### src/rtl/core/pcc_mul.sv
// ----------------------------------------------------------------------------
// pcc_mul: shared signed multiplier
// One 33 by 33 bit signed product per cycle with a registered result.
// ----------------------------------------------------------------------------
module pcc_mul (
	input  logic                clk,
	input  logic signed [32:0]  a,
	input  logic signed [32:0]  b,
	output logic signed [65:0]  p
);

	logic signed [65:0] p_q;

	always_ff @(posedge clk) begin
		p_q <= 66'(a) * 66'(b);
	end

	assign p = p_q;

endmodule

### config.mk
export PLATFORM = sky130hd
export DESIGN_NAME = pcc_mul
export DESIGN_NICKNAME = d
export VERILOG_FILES = /design/src/rtl/core/pcc_mul.sv
export SDC_FILE = /design/constraint.sdc
export NUM_CORES = 2
export LEC_CHECK = 0
export ABC_AREA = 1
export BUFFER_PORTS_ARGS = -buffer_cell sky130_fd_sc_hd__buf_4
export CAP_MARGIN = 25
export CORE_MARGIN = 2
export CORE_UTILIZATION = 45
export CTS_BUF_LIST = sky130_fd_sc_hd__clkbuf_8
export CTS_CLUSTER_DIAMETER = 50
export DETAILED_ROUTE_END_ITERATION = 8
export GPL_TIMING_DRIVEN = 0
export SLEW_MARGIN = 25
export SYNTH_ARGS = -nofsm -noshare
export SYNTH_HDL_FRONTEND = slang
export SYNTH_SLANG_ARGS = --single-unit
### constraint.sdc
create_clock -name clk -period 14.2 [get_ports clk]
set_input_delay 3.55 -clock clk [delete_from_list [all_inputs] [get_ports clk]]
set_output_delay 3.55 -clock clk [all_outputs]
set_load 0.05 [all_outputs]
==> results list <==
* Maximum Capacitance Violations: 0
* Final worst-path cycle share: 83.0%
* Filler Cells Inserted: 9770
* Initial Utilization: 45.4%
* DIE AREA: 0.0984 mm2
- Actual slew at the worst max-slew pin: 1.25 ns
- CP arrival: 12.04 ns
* Number of flip-flops under the largest register name: 66
* Post-synthesis net count: 6972
* Largest area contributor in the netlist: sky130_fd_sc_hd__fa_1
- The count of nets left with antenna violations once routing finished came out at 0.
- Number of clock sinks: 66
- Wires add up to 170000 um.
- In this run the cell area measured after placement is 0.0454 mm2.
- Share of final-layout standard cells stronger than drive strength 1: 3.39%
- Counting distinct cell types in the post-synthesis netlist gives 35.
- Clock buffer count from CTS: 9
- In this run the horizontal extent of the chip is 314 um.
- In the synthesized netlist the dominant register cell turns out to be sky130_fd_sc_hd__dfxtp_1.
- Cell area after synthesis: 0.0432 mm2
- Highest attainable clock frequency: 84.8 MHz
- Worst hold stages: 3
- The synthesized design contains 0 enable-type register cells.
* Nets: 7056
- The final-report max-slew violation count was 0.
- All-Layer GR Usage: 35.7%
* Vias in the first global route: 38300
* Number of antenna violations at the first check in global routing: 10
- Most frequent cells in the layout: sky130_fd_sc_hd__inv_1, sky130_fd_sc_hd__nand2_1, sky130_fd_sc_hd__fa_1, sky130_fd_sc_hd__clkbuf_1, sky130_fd_sc_hd__ha_1
- For hold timing, the worst endpoint is p[0].
- Number of gates resized after cts: 0
- Hold Fails Final Rpt: 0
- Startpoint type of the worst setup path: primary input
- Final estimated routing congestion in global placement: 1.04
- For the worst setup path, the data required time is 14.46 ns.
- Critical path type: primary input to register
- Count of mapped cells out of synthesis: 5543
- Sequential cell area fraction in the yosys report: 3.06%
- During placement, the flow inserted port buffers numbering 67.
* Wire length of the first global-routing pass: 249000 um
- CP endpoint kind: register
* CTS root buf: sky130_fd_sc_hd__clkbuf_8
- Violation count after the first detailed-routing iteration: 3360
- Leaving out fill and tap cells, the most frequent cell in the layout is sky130_fd_sc_hd__inv_1.
- Row count: 113
- Hold repair after CTS inserted 0 buffers.
* Reg clk slew, reported paths: 0.07 ns
- Setup violations, final: 0
- Beginning of the worst hold path: a[0]
* Minimum clock period after layout: 11.79 ns
- Setup repair after global routing missed its margin: false
- The floorplan step defined a core boundary enclosing 0.0950 mm2.
- CTS built an H-tree with a depth of 3.
- Sum of negative setup slack: 0 ns
- Synth async-reset ratio: 0%
* Leading post-synthesis cells by cell area: sky130_fd_sc_hd__fa_1, sky130_fd_sc_hd__inv_1, sky130_fd_sc_hd__nand2_1
- After routing the design area is 0.0457 mm2.
- The flow ran to the end, and the final reports show no timing, DRC or antenna violations.
* Total congestion overflow after global routing: 0
- Routed length per instance: 24.6 um
- Post-CTS Setup Inserts: 0
- Total via count after detailed routing: 35600
- After detailed routing, the number of remaining DRC violations is 0.
- After detailed routing, the number of vias per cell comes to 5.16.
- Clock tree from TritonCTS: built
- In this run, synthesis produced a sequential element count of 66.
* Worst min-delay path class: primary input to register
- No sink is reached through more buffers than the 2 on the longest clock path.
- The first detailed-routing pass ran for 6 iterations.
* Multi-input logic area: 0.0338 mm2
* Warning count from the yosys run: 0
- Post-synthesis to final-layout area growth: 5.74%
- The top cell type by area accounts for 53.1% of the synthesized area.
* I/O Pins: 133
* Area taken by flip-flops and latches: 0.00132 mm2
* Avg Cell Area, Syn: 7.79 um2
- Detailed placement finished with a half-perimeter wire length of 144000 um.
- In this run the worst path has a maximum fanout of 10.
* Largest net degree at the start of global routing: 18
* Y dimension of the die: 314 um
- In this run the tightest slew margin relative to its limit is 16.6%.
worst max-delay path: stages:
cell and delay [ns]:
sky130_fd_sc_hd__clkbuf_1 0.19, sky130_fd_sc_hd__clkbuf_1 0.74, sky130_fd_sc_hd__nand2_1 0.30, sky130_fd_sc_hd__inv_1 0.21, sky130_fd_sc_hd__fa_1 0.50, sky130_fd_sc_hd__fa_1 0.57, sky130_fd_sc_hd__fa_2 0.91, sky130_fd_sc_hd__inv_1 0.25
sky130_fd_sc_hd__fa_1 0.62, sky130_fd_sc_hd__fa_1 0.45, sky130_fd_sc_hd__fa_1 0.57, sky130_fd_sc_hd__fa_1 0.47, sky130_fd_sc_hd__fa_1 0.71, sky130_fd_sc_hd__inv_1 0.08, sky130_fd_sc_hd__ha_1 0.47, sky130_fd_sc_hd__nand2_1 0.12
sky130_fd_sc_hd__inv_1 0.09, sky130_fd_sc_hd__nand2_1 0.13, sky130_fd_sc_hd__nor2_2 0.17, sky130_fd_sc_hd__inv_1 0.08, sky130_fd_sc_hd__nor2_2 0.25, sky130_fd_sc_hd__o21ai_0 0.36, sky130_fd_sc_hd__nand4_1 0.17, sky130_fd_sc_hd__nand2_1 0.06
area by class of cell:
type	count	area share [%]
plain buffers	263	2.27
inverters	1895	15.6
well taps	1265	3.47
clock inverters	6	0.197
clock buffers	10	0.301
repair buffers	73	1.29
multi-input cells	3319	73.9
diodes	9	0.0493
flip-flops and latches	66	2.89
kinds of logic after synthesis:
kind of cell,count (synthesis),synth area share [%]
fa+ha+maj,1362,59.4
xor+xnor,41,0.832
buf+inv,2158,18.8
compound gates,106,1.38
flops,66,3.06
simple gates,1810,16.6
synth_stat cells (4+ instances only):
master,n
sky130_fd_sc_hd__xor2_1,37
sky130_fd_sc_hd__nand2_2,17
sky130_fd_sc_hd__nand4_1,19
sky130_fd_sc_hd__inv_1,1894
sky130_fd_sc_hd__nor3_1,7
sky130_fd_sc_hd__nand3_2,8
sky130_fd_sc_hd__nand2_1,1517
sky130_fd_sc_hd__o21ai_0,19
sky130_fd_sc_hd__a21oi_2,4
sky130_fd_sc_hd__nor4_1,4
sky130_fd_sc_hd__clkbuf_1,262
sky130_fd_sc_hd__a21oi_1,61
sky130_fd_sc_hd__dfxtp_1,66
sky130_fd_sc_hd__nor2_2,20
sky130_fd_sc_hd__ha_1,217
sky130_fd_sc_hd__o21bai_1,14
sky130_fd_sc_hd__xnor2_1,4
sky130_fd_sc_hd__or2_2,5
sky130_fd_sc_hd__nand3_1,70
sky130_fd_sc_hd__nor2_1,131
sky130_fd_sc_hd__fa_1,1145
layer usage:
| layer | vias up | GRT usage (%) | part of all wire [%] | wire length, um |
|---|---|---|---|---|
| li1 | 15200 | - | - | - |
| met1 | 18000 | 43.7 | 37 | 62200 |
| met2 | 1930 | 56.6 | 45 | 76200 |
| met3 | 527 | 8.46 | 10 | 17500 |
| met4 | 4 | 23.6 | 8.3 | 14100 |
| met5 | - | 0 | 0.018 | 31 |
worst max-delay path by stage:
stage	start	endpoint	depth (start not counted)
after CTS	a[32]	p[49]	24
after global routing	a[32]	p[49]	25
after floorplan	a[32]	p[60]	23
after global placement	a[32]	p[62]	22
after detailed placement	a[32]	p[49]	24
final	a[32]	p[49]	24
metrics by stage:
step / setup slack, ns / std cells / hold WS, ns / util (%)
finish: 2.41 / 6906 / 3.72 / 48.0
detailed placement: 2.23 / 6878 / 4.00 / 47.7
floorplan: 3.89 / 5543 / 3.81 / -
CTS: 2.60 / 6894 / 3.70 / 48.0
global route: 2.18 / 6898 / 3.69 / 48.0
global placement: 1.82 / 6875 / 4.00 / 47.6
Power is left out: the tool's default activity adds up to more than one toggle a clock period on the data nets, which glitch-free logic cannot reach.
