### config.mk
export PLATFORM = sky130hd
export DESIGN_NAME = pcc_divsqrt
export DESIGN_NICKNAME = d
export VERILOG_FILES = /design/src/rtl/core/pcc_pkg.sv /design/src/rtl/core/pcc_divsqrt.sv
export SDC_FILE = /design/constraint.sdc
export NUM_CORES = 1
export LEC_CHECK = 0
export ABC_AREA = 1
export ABC_CLOCK_PERIOD_IN_PS = 9560
export BUFFER_PORTS_ARGS = -buffer_cell sky130_fd_sc_hd__buf_2
export CORE_MARGIN = 1.5
export CORE_UTILIZATION = 40
export CTS_CLUSTER_SIZE = 10
export DETAILED_ROUTE_END_ITERATION = 16
export PLACE_DENSITY = 0.55
export SYNTH_ARGS = -nofsm -noshare
export SYNTH_HDL_FRONTEND = slang
export SYNTH_SLANG_ARGS = --single-unit
### constraint.sdc
create_clock -name clk -period 9.56 [get_ports clk]
set_input_delay 0.478 -clock clk [delete_from_list [all_inputs] [get_ports clk]]
set_output_delay 0.478 -clock clk [all_outputs]
set_load 0.02 [all_outputs]
### src/rtl/core/pcc_pkg.sv
// ----------------------------------------------------------------------------
// pcc_pkg: shared types and constants of the polygon circle contact block
// Configuration indexes, region codes, serial unit request and saturation.
// ----------------------------------------------------------------------------
package pcc_pkg;

	localparam int unsigned QW = 32;
	localparam int unsigned AW = 68;

	localparam logic [1:0] CFG_VERTEX_COUNT   = 2'd0;
	localparam logic [1:0] CFG_POLYGON_RADIUS = 2'd1;
	localparam logic [1:0] CFG_CIRCLE_RADIUS  = 2'd2;

	localparam logic [1:0] REG_INSIDE  = 2'd0;
	localparam logic [1:0] REG_VERTEX1 = 2'd1;
	localparam logic [1:0] REG_VERTEX2 = 2'd2;
	localparam logic [1:0] REG_FACE    = 2'd3;

	typedef struct packed {
		logic start;
		logic sqrt_mode;
	} ds_req_t;

	function automatic logic signed [QW-1:0] sat32(input logic signed [AW-1:0] v);
		logic signed [AW-1:0] hi;
		logic signed [AW-1:0] lo;
		hi = AW'(64'sh7FFF_FFFF);
		lo = -AW'(64'sh8000_0000);
		if (v > hi) begin
			return 32'sh7FFF_FFFF;
		end else if (v < lo) begin
			return 32'sh8000_0000;
		end
		return v[QW-1:0];
	endfunction

	function automatic logic signed [QW-1:0] sub_sat(input logic signed [QW-1:0] a,
		input logic signed [QW-1:0] b);
		logic signed [AW-1:0] d;
		d = AW'(a) - AW'(b);
		return sat32(d);
	endfunction

endpackage

### src/rtl/core/pcc_divsqrt.sv
// ----------------------------------------------------------------------------
// pcc_divsqrt: serial square root and divider
// Floor square root of a 64 bit word two bits a cycle, or restoring
// division of a 64 bit word by a 32 bit word one bit a cycle.
// ----------------------------------------------------------------------------
module pcc_divsqrt (
	input  logic              clk,
	input  logic              arst_n,
	input  pcc_pkg::ds_req_t  req,
	input  logic [63:0]       num,
	input  logic [31:0]       den,
	output logic              done,
	output logic [63:0]       result
);

	import pcc_pkg::*;

	logic        run_q;
	logic        done_q;
	logic        mode_q;
	logic [5:0]  cnt_q;
	logic [63:0] acc_q;
	logic [31:0] den_q;
	logic [35:0] rem_q;
	logic [63:0] res_q;

	logic [35:0] sq_rem2;
	logic [35:0] sq_trial;
	logic [35:0] dv_rem2;
	logic [35:0] dv_den;

	assign sq_rem2  = {rem_q[33:0], acc_q[63:62]};
	assign sq_trial = {2'b00, res_q[31:0], 2'b01};
	assign dv_rem2  = {3'b000, rem_q[31:0], acc_q[63]};
	assign dv_den   = {4'b0000, den_q};

	always_ff @(posedge clk or negedge arst_n) begin
		if (!arst_n) begin
			run_q  <= 1'b0;
			done_q <= 1'b0;
			cnt_q  <= '0;
		end else begin
			done_q <= 1'b0;
			if (req.start) begin
				run_q <= 1'b1;
				cnt_q <= req.sqrt_mode ? 6'd31 : 6'd63;
			end else if (run_q) begin
				cnt_q <= cnt_q - 6'd1;
				if (cnt_q == 6'd0) begin
					run_q  <= 1'b0;
					done_q <= 1'b1;
				end
			end
		end
	end

	always_ff @(posedge clk) begin
		if (req.start) begin
			mode_q <= req.sqrt_mode;
			acc_q  <= num;
			den_q  <= den;
			rem_q  <= '0;
			res_q  <= '0;
		end else if (run_q) begin
			if (mode_q) begin
				acc_q <= {acc_q[61:0], 2'b00};
				if (sq_rem2 >= sq_trial) begin
					rem_q <= sq_rem2 - sq_trial;
					res_q <= {res_q[62:0], 1'b1};
				end else begin
					rem_q <= sq_rem2;
					res_q <= {res_q[62:0], 1'b0};
				end
			end else begin
				acc_q <= {acc_q[62:0], 1'b0};
				if (dv_rem2 >= dv_den) begin
					rem_q <= dv_rem2 - dv_den;
					res_q <= {res_q[62:0], 1'b1};
				end else begin
					rem_q <= dv_rem2;
					res_q <= {res_q[62:0], 1'b0};
				end
			end
		end
	end

	assign done   = done_q;
	assign result = res_q;

endmodule

==> metrics.csv <==
metric;value;unit
status;finished, final reports clean;
ant_nets;0;
cap_violations;0;
synth-edff-count;97;
dp_slack;6.49;ns
grt_usage;22.9;%
post_cts_buffers;0;
tightestPinTransition;1.20;ns
firstDrtPassIters;5;
critPathArrivalTime;3.24;ns
drt-initial-drc-count;854;
grt-ovfl-total;0;
ctsHtreeMaxLevel;1;
fin_crit_sh;32.1;%
ioPinCount;165;
root_buffer;clkbuf_16;
yosys_register_bits;203;
initial_utilization;40.9;%
viasPerCell;5.01;
die_area;36700;µm²
critPathLaunchType;flip-flop;
fmax;0.326;GHz
gp_congestion;0.926;
fin_tns_setup;0;ns
grt_pass1_vias;12832;
crit_fanout;71;
die_h;192;µm
postCtsHoldBufs;1;
dp_cells;2690;
grt_max_degree;98;
final_cells;2737;
n_fill_cell;3688;
relSlewSlack;20.1;%
wl_per_cell;15.4;µm
avgSynthCellArea;6.66;µm²
synth.cell_area;14200;µm²
ys_async_sr_fraction;3.94;%
synth.net_count;2305;
dp_hpwl;32.0;mm
cts_made_buffers;26;
cts_sinks;203;
setup_viol;0;
synth_top_area_share;20.5;%
dieWidth;192;µm
clk-insertion-delay-late;0.56;ns
ctsResizeCount;0;
area_growth_syn_to_layout;13.4;%
routed_wl;42.1;mm
core;34800;µm²
rsz0062_at_grt;false;
io_buffers;164;
cts_max_path_buffers;3;
syn_inst;2136;
vias;13713;
fin_skew;0.0219;ns
powerDensity;312;nW/µm²
critPathCaptureType;flip-flop;
min_path_type;in2reg;
diodes;0;
period_minus_slack;3.07;ns
grt_pass1_wl;67.0;mm
power.leakage;8.29;nW
final-hold-violation-count;0;
synth_cell_types;47;
cts.clk_slew.worst_paths;0.06;ns
drc_errors;0;
crit_required;9.74;ns
worst_slack;6.49;ns
fin_nets;2433;
yosys-top-cells-area;edfxtp_1, nand2_1, dfxtp_1, inv_1, nand3_1;
power;5.03;mW
rows;68;
cts_tree;done;
drive_above_1_share;10.9;%
critPathKind;reg2reg;
synth.largest_area_cell;edfxtp_1;
synth_top_flop_cell;dfxtp_1;
antenna_found_initial;0;
yosys_warnings;0;
slew_violations;0;
ir_drop;0.143;mV
ys_seq_area_share;35.7;%
==> registers in the layout (all words and copies together) (netlist names) <==
| name | count |
|---|---|
| acc_q | 64 |
| mode_q | 1 |
| den_q | 32 |
| run_q | 1 |
| cnt_q | 6 |
| result | 64 |
| rem_q | 34 |
| done | 1 |
==> critical path: stages, from the launching register on <==
cell	delay [ns]
dfrtp_1	0.88
nor2_2	0.12
buf_4	0.27
inv_4	0.43
buf_4	0.82
==> logic make-up (layout without fill, tap and decap cells) <==
group / after synthesis / in the layout / share of synthesized area [%]
xor gates and xnor gates: 35 / 35 / 2.16
DFF: 203 / 203 / 35.7
and+or+nand+nor: 1122 / 1122 / 33.6
adders and majority gates: 69 / 69 / 6.12
AOI/OAI and AO/OA: 271 / 271 / 10.4
buffers and inverters: 436 / 582 / 12.1
==> layout make-up <==
type	instances	area (µm²)	share of cell area, %
clock buffer	42	783	4.85
clock inverter	4	21.3	0.132
inverter	365	1380	8.52
multi-input combinational	1497	7430	46.1
sequential	203	5070	31.5
tap	455	569	3.53
timing repair buffer	171	878	5.44
==> final timing paths <==
kind                       cells past startpoint                     end                    from  slack, ns
setup / recovery                               4      acc_q[9]$_DFFE_PP_         run_q$_DFF_PN0_       6.49
hold / removal                                 1     den_q[20]$_DFFE_PP_                 den[20]       0.09
setup reg to reg                               4      acc_q[9]$_DFFE_PP_         run_q$_DFF_PN0_       6.49
hold reg to reg                                2  rem_q[32]$_SDFFE_PP0P_  rem_q[32]$_SDFFE_PP0P_       0.47
max in group asynchronous                      2    cnt_q[0]$_DFFE_PN0P_                  arst_n       9.07
min in group asynchronous                      2    cnt_q[5]$_DFFE_PN0P_                  arst_n       0.32
==> placed cells by master, fill, tap and decap left out, types with 17 or more instances in the layout <==
cell | synthesis | final
nor3_1 | 17 | 17
ha_1 | 68 | 68
nand2_1 | 692 | 692
nor2_1 | 148 | 147
o22ai_1 | 62 | 62
xor2_1 | 34 | 34
nand3_1 | 194 | 194
edfxtp_1 | 97 | 97
clkbuf_16 | 0 | 28
buf_2 | 13 | 163
a21oi_1 | 181 | 181
nand3b_1 | 19 | 19
dfxtp_1 | 98 | 98
inv_1 | 356 | 356
==> per-layer routing <==
metal,track usage (%),share of wire (%),vias to the layer above
li1,-,-,7067
met1,33.9,49,6248
met3,2.56,5.1,62
met5,0,0,-
met2,35.4,43,336
met4,5.35,2.2,0
==> power by group <==
group	internal, mW	switching (mW)	leakage (nW)	total [mW]
combinational	0.943	1.95	6.03	2.89
clock	0.555	0.385	0.389	0.939
sequential	1.03	0.174	1.87	1.20
==> per-stage QoR <==
stage | util, % | hold WS [ns] | instance area [µm²]
after floorplan | - | 0.182 | 14200
after global placement | 44.0 | 0.333 | 15300
after detailed placement | 44.0 | 0.327 | 15300
after CTS | 46.4 | 0.0697 | 16100
after global routing | 46.4 | 0.0737 | 16100
final | 46.4 | 0.0938 | 16100
==> synthesized netlist by cell type (2+ instances only) <==
master    count
inv_1       356
dfrtp_1       8
inv_2         8
xor2_1       34
and3_1        3
nand4_1       8
buf_4         3
nor3_1       17
o21ai_0      12
a21boi_0      2
o21bai_1      4
nand3b_1     19
nand3_4       2
a21oi_2       2
o211ai_1      2
a21o_1        2
nor2_1      148
nor4_1        3
ha_1         68
nand2_2       8
buf_6         7
clkbuf_1     36
nand2_1     692
nand3_1     194
a21oi_1     181
nand3_2       2
dfxtp_1      98
buf_1        12
nand2_8       2
nor2_4        6
o22ai_1      62
nor2_2        9
and2_1        4
edfxtp_1     97
buf_2        13
(Power assumes the default switching activity.)
