`src/rtl/core/pcc_edge_regs.sv`:
```
// ----------------------------------------------------------------------------
// pcc_edge_regs: polygon edge store
// Vertex and outward normal of each edge, one write and one read port.
// ----------------------------------------------------------------------------
module pcc_edge_regs #(
	parameter int unsigned MAX_EDGES = 8,
	parameter int unsigned IW = $clog2(MAX_EDGES)
) (
	input  logic                  clk,
	input  logic                  we,
	input  logic [IW-1:0]         waddr,
	input  logic signed [31:0]    wvx,
	input  logic signed [31:0]    wvy,
	input  logic signed [31:0]    wnx,
	input  logic signed [31:0]    wny,
	input  logic [IW-1:0]         raddr,
	output logic signed [31:0]    rvx,
	output logic signed [31:0]    rvy,
	output logic signed [31:0]    rnx,
	output logic signed [31:0]    rny
);

	logic signed [31:0] vx_q [MAX_EDGES];
	logic signed [31:0] vy_q [MAX_EDGES];
	logic signed [31:0] nx_q [MAX_EDGES];
	logic signed [31:0] ny_q [MAX_EDGES];

	always_ff @(posedge clk) begin
		if (we) begin
			vx_q[waddr] <= wvx;
			vy_q[waddr] <= wvy;
			nx_q[waddr] <= wnx;
			ny_q[waddr] <= wny;
		end
	end

	assign rvx = vx_q[raddr];
	assign rvy = vy_q[raddr];
	assign rnx = nx_q[raddr];
	assign rny = ny_q[raddr];

endmodule

```
`config.mk`:
```
export PLATFORM = sky130hd
export DESIGN_NAME = pcc_edge_regs
export DESIGN_NICKNAME = d
export VERILOG_FILES = /design/src/rtl/core/pcc_edge_regs.sv
export SDC_FILE = /design/constraint.sdc
export NUM_CORES = 1
export LEC_CHECK = 0
export BUFFER_PORTS_ARGS = -buffer_cell sky130_fd_sc_hd__buf_2
export CAP_MARGIN = 20
export CORE_MARGIN = 8
export CORE_UTILIZATION = 49
export DETAILED_ROUTE_END_ITERATION = 7
export MAX_ROUTING_LAYER = met4
export PLACE_DENSITY = 0.67
export SLEW_MARGIN = 5
export SYNTH_ARGS = -nofsm -noshare
export SYNTH_HDL_FRONTEND = slang
export SYNTH_SLANG_ARGS = --single-unit
```
`constraint.sdc`:
```
create_clock -name clk -period 20.5 [get_ports clk]
set_input_delay 4.1 -clock clk [delete_from_list [all_inputs] [get_ports clk]]
set_output_delay 4.1 -clock clk [all_outputs]
set_load 0.1 [all_outputs]
```
==> reports/summary.txt, run 1 <==
status - finished, final reports clean
area delta synth->final - 14.33%
Synth cell types - 16
chip height - 298.1 um
Power, Total - 4.646 mW
critical path peak fanout - 113
critical path, cell by cell - buf_8, buf_12, mux4_1, mux2_2, buf_2
syn_nets - 1628
post-synthesis sequential area ratio - 78.85%
largest net degree at the start of global routing - 139
Int Power - 3.547 mW
Syn Area/Cell - 26.14 sq um
Detailed Routing Iterations Pass 1 - 4
Die ar. - 0.08887 sq mm
setup TNS - 0 ns
first-pass GRT wire length - 114900 um
Ports - 264
Residual DRC - 0
Critical Path AT - 6.80 ns
crit path launch - raddr[0]
gpl congestion - 0.7027
Max-Cap Viols - 0
cell family with most CP delay - buffers and inverters
final setup vio count - 0
clock root buffer - clkbuf_16
Post-Syn Area - 0.03900 sq mm
hold-fix buffers at CTS - 0
Initial Util - 49.44%
clock share of power - 39.1%
Sw Pwr - 1.099 mW
GRT overflow - 0
Seq pwr share - 51.4%
slew margin rel. - 21.60%
drt via density - 5.605
worst hold margin - 3.721 ns
Setup Buffers After CTS - 0
layout cells sized above 1 - 39.53%
top post-synthesis cells by area - edfxtp_1 79%, mux4_2 11%, mux4_1 4.9%
Comb power frac - 9.5%
RSZ-0062 raised after global routing - no
Final Cycle Share - 53.17%
vias in the first global route - 18.13k
DP HPWL - 41020 um
CP Buf/Inv Count - 3
maximum VDD drop - 0.08838 mV
Fmax - 0.09175 GHz
htree depth - 3
synthesized instance count - 1492
CP Capture Type - output pin
Slew @ Worst Pin - 1.176 ns
WL per Instance - 25.78 um
total core area - 0.07887 sq mm
# resized after CTS - 0
Worst Hold Endpoint - vy_q[7][17]
switching part of the total - 23.66%
cts bufs inserted - 103
Synth Register Bits - 1024
CP Data Required Time - 16.40 ns
Slew Viols, Final - 0
Power per Cell Area - 104.2 mW/mm^2
final hold vios - 0
final antenna-violating net count - 0
initial antenna violation count - 11
Iter 0 DRT Violations - 1139
LEAKAGE - 14.58 nW
Rows - 103
CTS tree - built
total clock sinks - 1024
clock slew at reported path FFs - 0.06 ns
All-Layer GR Usage - 17.51%
Worst Setup Start Kind - input pin
Final Critical Period - 10.90 ns
Post-layout nets - 1956
slowest stage delay, CP - 0.66 ns
Worst Hold Class - input pin to flip-flop
top cell type by total area after synthesis - edfxtp_1
critical path's slowest cell - buf_12
vias - 16.64k
Hold Path Cell Cnt - 1
Yosys warnings - 0
Critical Setup Path Class - input pin to output pin
Worst Hold Launch - wvy[17]
DRT Wirelength - 76510 um
DIE WIDTH - 298.1 um
Port Buffers - 263
share of the synthesized area in the top cell type - 78.85%
maximum clock insertion buffer count - 3
-- cells in the mapped netlist, drive strengths merged --
cell    number
clkbuf      26
buf         45
nor2         6
nor3         2
nand2        2
nand2b       3
edfxtp    1024
mux2       128
mux4       256
-- layer usage --
layer / wire length, um / track usage [%] / up-vias
li1: - / - / 7215
met1: 30990 / 21.24 / 8945
met2: 39780 / 29.80 / 385
met3: 4603 / 4.336 / 92
met4: 1141 / 3.973 / 0
met5: 0 / - / -
-- area by class of cell --
class                           count  area, sq um
Timing Repair Buffer              294         1600
Clock buffer                      131         2725
Sequential cell                  1024        30750
Fill cell                        5755        34290
Antenna cell                       13        32.53
Multi-Input combinational cell    397         7591
Tap cell                         1050         1314
Clock inverter                     59        573.1
-- state kept, by name (all words and copies together), names as in the netlist --
register / flops
nx_q: 256
vy_q: 256
vx_q: 256
ny_q: 256
-- through the flow --
stage / area, sq um / util [%] / setup WS, ns / std cells
2_1_floorplan: 39000 / - / 6.792 / 1492
3_3_place_gp: 41250 / 52.31 / 9.560 / 2765
3_5_place_dp: 41250 / 52.31 / 9.531 / 2765
4_1_cts: 44550 / 56.49 / 9.534 / 2955
5_1_grt: 44580 / 56.52 / 9.376 / 2966
6_report: 44590 / 56.53 / 9.601 / 2968
-- cell usage in the layout, fill, tap and decap left out --
cell | synthesis | routed
edfxtp_1 | 1024 | 1024
buf_2 | 3 | 260
mux4_2 | 184 | 184
mux2_2 | 128 | 128
clkbuf_16 | 0 | 105
mux4_1 | 72 | 72
buf_4 | 0 | 29
clkbuf_1 | 12 | 26
clkinv_1 | 0 | 25
clkinv_2 | 0 | 17
diode_2 | 0 | 13
bufinv_16 | 0 | 9
nor2_4 | 0 | 6
nand2b_1 | 3 | 3
nand2_1 | 2 | 2
nor3_2 | 0 | 2
clkinv_16 | 0 | 2
inv_6 | 0 | 2
clkinvlp_4 | 0 | 2
buf_8 | 19 | 2
buf_12 | 2 | 2
inv_8 | 0 | 1
inv_16 | 0 | 1
buf_6 | 8 | 1
-- worst max path at each step --
stage	to	slack (ns)	cells past startpoint
after floorplan	nx_q[0][0]	6.79	1
after detailed placement	rny[18]	9.53	5
after global routing	rny[18]	9.38	5
after global placement	rny[12]	9.56	5
after CTS	rny[18]	9.53	5
final	rny[18]	9.60	5
-- cell families after synthesis --
logic type	count (synthesis)	synth area share (%)
DFF	1024	78.85
muxes	384	19.17
buffers and inverters	71	1.822
and+or+nand+nor	13	0.1508
-- power groups by stage --
stage               logic [mW]  clock network (mW)  registers (mW)
finish                   0.441                1.81            2.39
global route             0.462                1.94            2.39
CTS                      0.449                1.86            2.39
detailed placement       0.448                   0            2.43
global placement         0.442                   0            2.43
floorplan                0.349                   0            2.44
No activity file was read; power rests on OpenSTA's default activity.
==> inputs of run 2 (changes only) <==
--- a/config.mk
+++ b/config.mk
@@ -11,7 +11,7 @@
 export CORE_UTILIZATION = 49
 export DETAILED_ROUTE_END_ITERATION = 7
 export MAX_ROUTING_LAYER = met4
-export PLACE_DENSITY = 0.67
+export PLACE_DENSITY = 0.69
 export SLEW_MARGIN = 5
 export SYNTH_ARGS = -nofsm -noshare
 export SYNTH_HDL_FRONTEND = slang
==> constraint.sdc (replaced) <==
create_clock -name clk -period 9.5 [get_ports clk]
set_input_delay 1.9 -clock clk [delete_from_list [all_inputs] [get_ports clk]]
set_output_delay 1.9 -clock clk [all_outputs]
set_load 0.1 [all_outputs]
==> reports/summary.txt, run 2 (same netlist as run 1, synthesis figures left out) <==
DIE WIDTH - 298.1 um (unchanged)
Critical Setup Path Class - input pin to output pin
WL per Instance - 25.65 um (-0.49%)
CTS tree - built
Rows - 103 (unchanged)
critical path peak fanout - 90 (-20%)
critical path, cell by cell - buf_8, buf_12, mux4_1, mux2_2, buf_2
maximum VDD drop - 0.1876 mV (+110%)
Iter 0 DRT Violations - 1080 (-5.2%)
LEAKAGE - 14.51 nW (-0.45%)
htree depth - 3 (unchanged)
Slew @ Worst Pin - 1.044 ns (-0.1318 ns)
setup TNS - 0 ns (unchanged)
gpl congestion - 0.6987 (-0.57%)
total clock sinks - 1024 (unchanged)
first-pass GRT wire length - 113800 um (-0.91%)
Setup Buffers After CTS - 0 (unchanged)
area delta synth->final - 14.30% (about the same)
CP Data Required Time - 7.60 ns (-8.80 ns)
Initial Util - 49.44% (unchanged)
Final WS setup - 3.080 ns (-6.520 ns)
maximum clock insertion buffer count - 3 (unchanged)
Fmax - 0.1558 GHz
slew margin rel. - 30.22% (+8.6 points)
DRT Wirelength - 75800 um (-0.93%)
Final Cycle Share - 67.58%
cts bufs inserted - 103 (unchanged)
critical path's slowest cell - mux4_1
final antenna-violating net count - 0 (unchanged)
DP HPWL - 38060 um (-7.2%)
hold-fix buffers at CTS - 0 (unchanged)
Ports - 264 (unchanged)
Final Critical Period - 6.420 ns
Max-Cap Viols - 0 (unchanged)
RSZ-0062 raised after global routing - no
commonest non-fill, non-tap cells in the layout - 1024 x edfxtp_1, 260 x buf_2, 184 x mux4_2
drt via density - 5.600 (about the same)
GRT overflow - 0 (unchanged)
Slew Viols, Final - 0 (unchanged)
final setup vio count - 0 (unchanged)
largest net degree at the start of global routing - 129 (-7.2%)
pre-CTS WS - 3.016 ns (-6.515 ns)
Worst Hold Class - input pin to flip-flop
slowest stage delay, CP - 0.66 ns (about the same)
Power per Cell Area - 223.1 mW/mm^2 (+110%)
Die ar. - 0.08887 sq mm (unchanged)
most common cell after layout, fill and taps aside - edfxtp_1
clock root buffer - clkbuf_16
# resized after CTS - 0 (unchanged)
Critical Path AT - 4.52 ns (-2.28 ns)
layout cells sized above 1 - 39.15% (-0.37 points)
initial antenna violation count - 12 (+1)
clock slew at reported path FFs - 0.06 ns (about the same)
Detailed Routing Iterations Pass 1 - 4 (unchanged)
Post-layout nets - 1943 (-0.66%)
Port Buffers - 263 (unchanged)
vias in the first global route - 18.15k (+0.13%)
Worst Setup Start Kind - input pin
final hold vios - 0 (unchanged)
total core area - 0.07887 sq mm (unchanged)
Residual DRC - 0 (unchanged)
vias - 16.55k (-0.53%)
All-Layer GR Usage - 17.30% (-0.21 points)
chip height - 298.1 um (unchanged)
status - finished, final reports clean
CP Capture Type - output pin
-- run 2: critical path, delay by kind of cell --
| family | cells | cell delay, ns |
|---|---|---|
| buffers and inverters | 3 | 1.43 |
| multiplexers | 2 | 0.96 |
-- run 2: area by class of cell --
type,instances,area [sq um]
antenna,15,37.54
clock buffer,128,2671
clock inverter,60,561.8
fill,5758,34300
multi-input combinational,397,7604
sequential,1024,30750
tap,1050,1314
timing repair buffer,281,1635
-- run 2: worst paths after layout --
kind	cells past startpoint	from	endpoint
worst max-delay path	5	raddr[0]	rnx[29]
worst min-delay path	1	wnx[12]	nx_q[2][12]
-- run 2: metrics by stage --
step / instances / util (%) / hold slack [ns] / power, mW / cell area [sq um]
floorplan: 1492 / - / 1.999 / 6.010 / 39010
CTS: 2940 / 56.47 / 1.462 / 10.05 / 44540
detailed placement: 2752 / 52.37 / 2.171 / 6.221 / 41300
global route: 2951 / 56.50 / 1.486 / 10.27 / 44560
finish: 2955 / 56.51 / 1.509 / 9.944 / 44570
global placement: 2751 / 52.33 / 2.154 / 6.196 / 41270
-- run 2: per-layer routing --
layer  part of all wire (%)  GRT usage (%)  up-vias
met4                    2.3          4.652        0
met5                      0              -        -
met2                     50          28.21      408
met3                    5.8          3.901      122
met1                     41          22.06     8825
li1                       -              -     7193
-- run 2: where the power goes --
group	internal [mW]	total (mW)	leakage [nW]	switching (mW)
Combinational	0.249	0.954	3.64	0.704
Clock	2.19	3.83	1.57	1.64
Sequential	5.13	5.16	9.30	0.0311
Total	7.57	9.94	14.5	2.37
==> inputs of run 3 (changes only) <==
--- a/config.mk
+++ b/config.mk
@@ -11,7 +11,7 @@
 export CORE_UTILIZATION = 49
 export DETAILED_ROUTE_END_ITERATION = 7
 export MAX_ROUTING_LAYER = met4
-export PLACE_DENSITY = 0.69
+export PLACE_DENSITY = 0.67
 export SLEW_MARGIN = 5
 export SYNTH_ARGS = -nofsm -noshare
 export SYNTH_HDL_FRONTEND = slang
==> constraint.sdc (replaced) <==
create_clock -name clk -period 6.5 [get_ports clk]
set_input_delay 1.3 -clock clk [delete_from_list [all_inputs] [get_ports clk]]
set_output_delay 1.3 -clock clk [all_outputs]
set_load 0.1 [all_outputs]
==> reports/summary.txt, run 3 (same netlist as run 1, synthesis figures left out) <==
status - finished, final reports clean
vias - 16.75k (+1.2%)
final hold vios - 0 (unchanged)
drt via density - 5.635 (+0.62%)
Slew @ Worst Pin - 0.9023 ns (-0.1419 ns)
Worst Hold Class - input pin to flip-flop
All-Layer GR Usage - 17.59% (+0.29 points)
Max-Cap Viols - 0 (unchanged)
Final Instance Area - 0.04479 sq mm (+0.48%)
hold-fix buffers at CTS - 0 (unchanged)
final antenna-violating net count - 0 (unchanged)
Worst Setup Start Kind - input pin
Fmax - 0.2100 GHz
LEAKAGE - 14.63 nW (+0.79%)
CTS tree - built
Power per Cell Area - 325.5 mW/mm^2 (+46%)
Critical Path AT - 3.46 ns (-1.06 ns)
clock slew at reported path FFs - 0.06 ns (about the same)
DP HPWL - 42010 um (+10%)
vias in the first global route - 18.03k (-0.64%)
commonest non-fill, non-tap cells in the layout - 1024 x edfxtp_1, 260 x buf_2, 184 x mux4_2
WL per Instance - 25.87 um (+0.87%)
Residual DRC - 0 (unchanged)
Slew Viols, Final - 0 (unchanged)
GRT overflow - 0 (unchanged)
total clock sinks - 1024 (unchanged)
Die ar. - 0.08887 sq mm (unchanged)
Power, Total - 14.58 mW (+47%)
most common cell after layout, fill and taps aside - edfxtp_1
cts bufs inserted - 103 (unchanged)
critical path peak fanout - 50 (-44%)
Setup Buffers After CTS - 0 (unchanged)
worst hold margin - 0.9125 ns (-0.5965 ns)
maximum clock insertion buffer count - 3 (unchanged)
maximum VDD drop - 0.2615 mV (+39%)
Rows - 103 (unchanged)
Cells after DPL - 2771 (+0.69%)
chip height - 298.1 um (unchanged)
Worst Hold Launch - wvx[3]
Detailed Routing Iterations Pass 1 - 5 (+1)
Final Cycle Share - 73.25%
CP Data Required Time - 5.20 ns (-2.40 ns)
Ports - 264 (unchanged)
Iter 0 DRT Violations - 1248 (+16%)
Initial Util - 49.44% (unchanged)
total core area - 0.07887 sq mm (unchanged)
first-pass GRT wire length - 115100 um (+1.2%)
DRT Wirelength - 76900 um (+1.4%)
WL met2 - 38800 um (+1.5%)
Final WS setup - 1.739 ns (-1.342 ns)
WL met1 - 32630 um (+3.9%)
final setup vio count - 0 (unchanged)
met3 wire length - 4029 um (-8.6%)
setup TNS - 0 ns (unchanged)
initial antenna violation count - 13 (+1)
htree depth - 3 (unchanged)
largest net degree at the start of global routing - 94 (-27%)
post-layout util - 56.79% (+0.27 points)
CP Capture Type - output pin
top layer in use - met4
Hold Path Cell Cnt - 1 (unchanged)
DIE WIDTH - 298.1 um (unchanged)
Final Critical Period - 4.761 ns
Worst Hold Endpoint - vx_q[5][3]
# resized after CTS - 0 (unchanged)
fin cells - 2972 (+0.58%)
layout cells sized above 1 - 39.97% (+0.82 points)
placed cell area - 0.04151 sq mm (+0.51%)
slew margin rel. - 39.85% (+9.6 points)
gpl congestion - 0.6885 (-1.5%)
RSZ-0062 raised after global routing - no
Port Buffers - 263 (unchanged)
Post-layout nets - 1962 (+0.98%)
pre-CTS WS - 1.679 ns (-1.338 ns)
clock root buffer - clkbuf_16
area delta synth->final - 14.85%
Critical Setup Path Class - input pin to output pin
==> run 3: changes by cell type in the layout (fill, tap and decap cells not counted), sizes merged <==
cell | before | now
buf | 281 | 300
clkinv | 47 | 38
bufinv | 7 | 8
clkinvlp | 3 | 6
diode | 15 | 13
clkbuf | 128 | 133
==> run 3: worst max-delay path by stage <==
| stage | end | startpoint | depth (start not counted) |
|---|---|---|---|
| after floorplan | nx_q[4][0] | waddr[1] | 2 |
| after global placement | rny[14] | raddr[0] | 5 |
| after detailed placement | rny[14] | raddr[0] | 5 |
| after CTS | rny[14] | raddr[0] | 5 |
| after global routing | rny[14] | raddr[0] | 5 |
| final | rny[14] | raddr[0] | 5 |
==> run 3: final cells by class <==
| type | instances | area (sq um) |
|---|---|---|
| sequential | 1024 | 30750 |
| clock buffer | 133 | 2690 |
| fill | 5749 | 34080 |
| clock inverter | 55 | 553.0 |
| multi-input combinational | 397 | 7604 |
| tap | 1050 | 1314 |
| timing repair buffer | 300 | 1846 |
| antenna | 13 | 32.53 |
==> run 3: routing by layer <==
layer	vias up	global-route usage [%]
met5	-	-
met4	0	4.883
met3	100	3.807
met2	392	28.32
met1	9018	22.80
li1	7237	-
==> run 3: power breakdown <==
part | internal, mW | switching [mW]
Combinational | 0.373 | 1.03
Clock | 3.25 | 2.38
Sequential | 7.49 | 0.0454
Total | 11.1 | 3.46
==> run 3: worst max-delay path: stages <==
cell    delay [ns]
buf_8         0.44
buf_12        0.39
mux4_1        0.62
mux2_2        0.29
buf_2         0.30
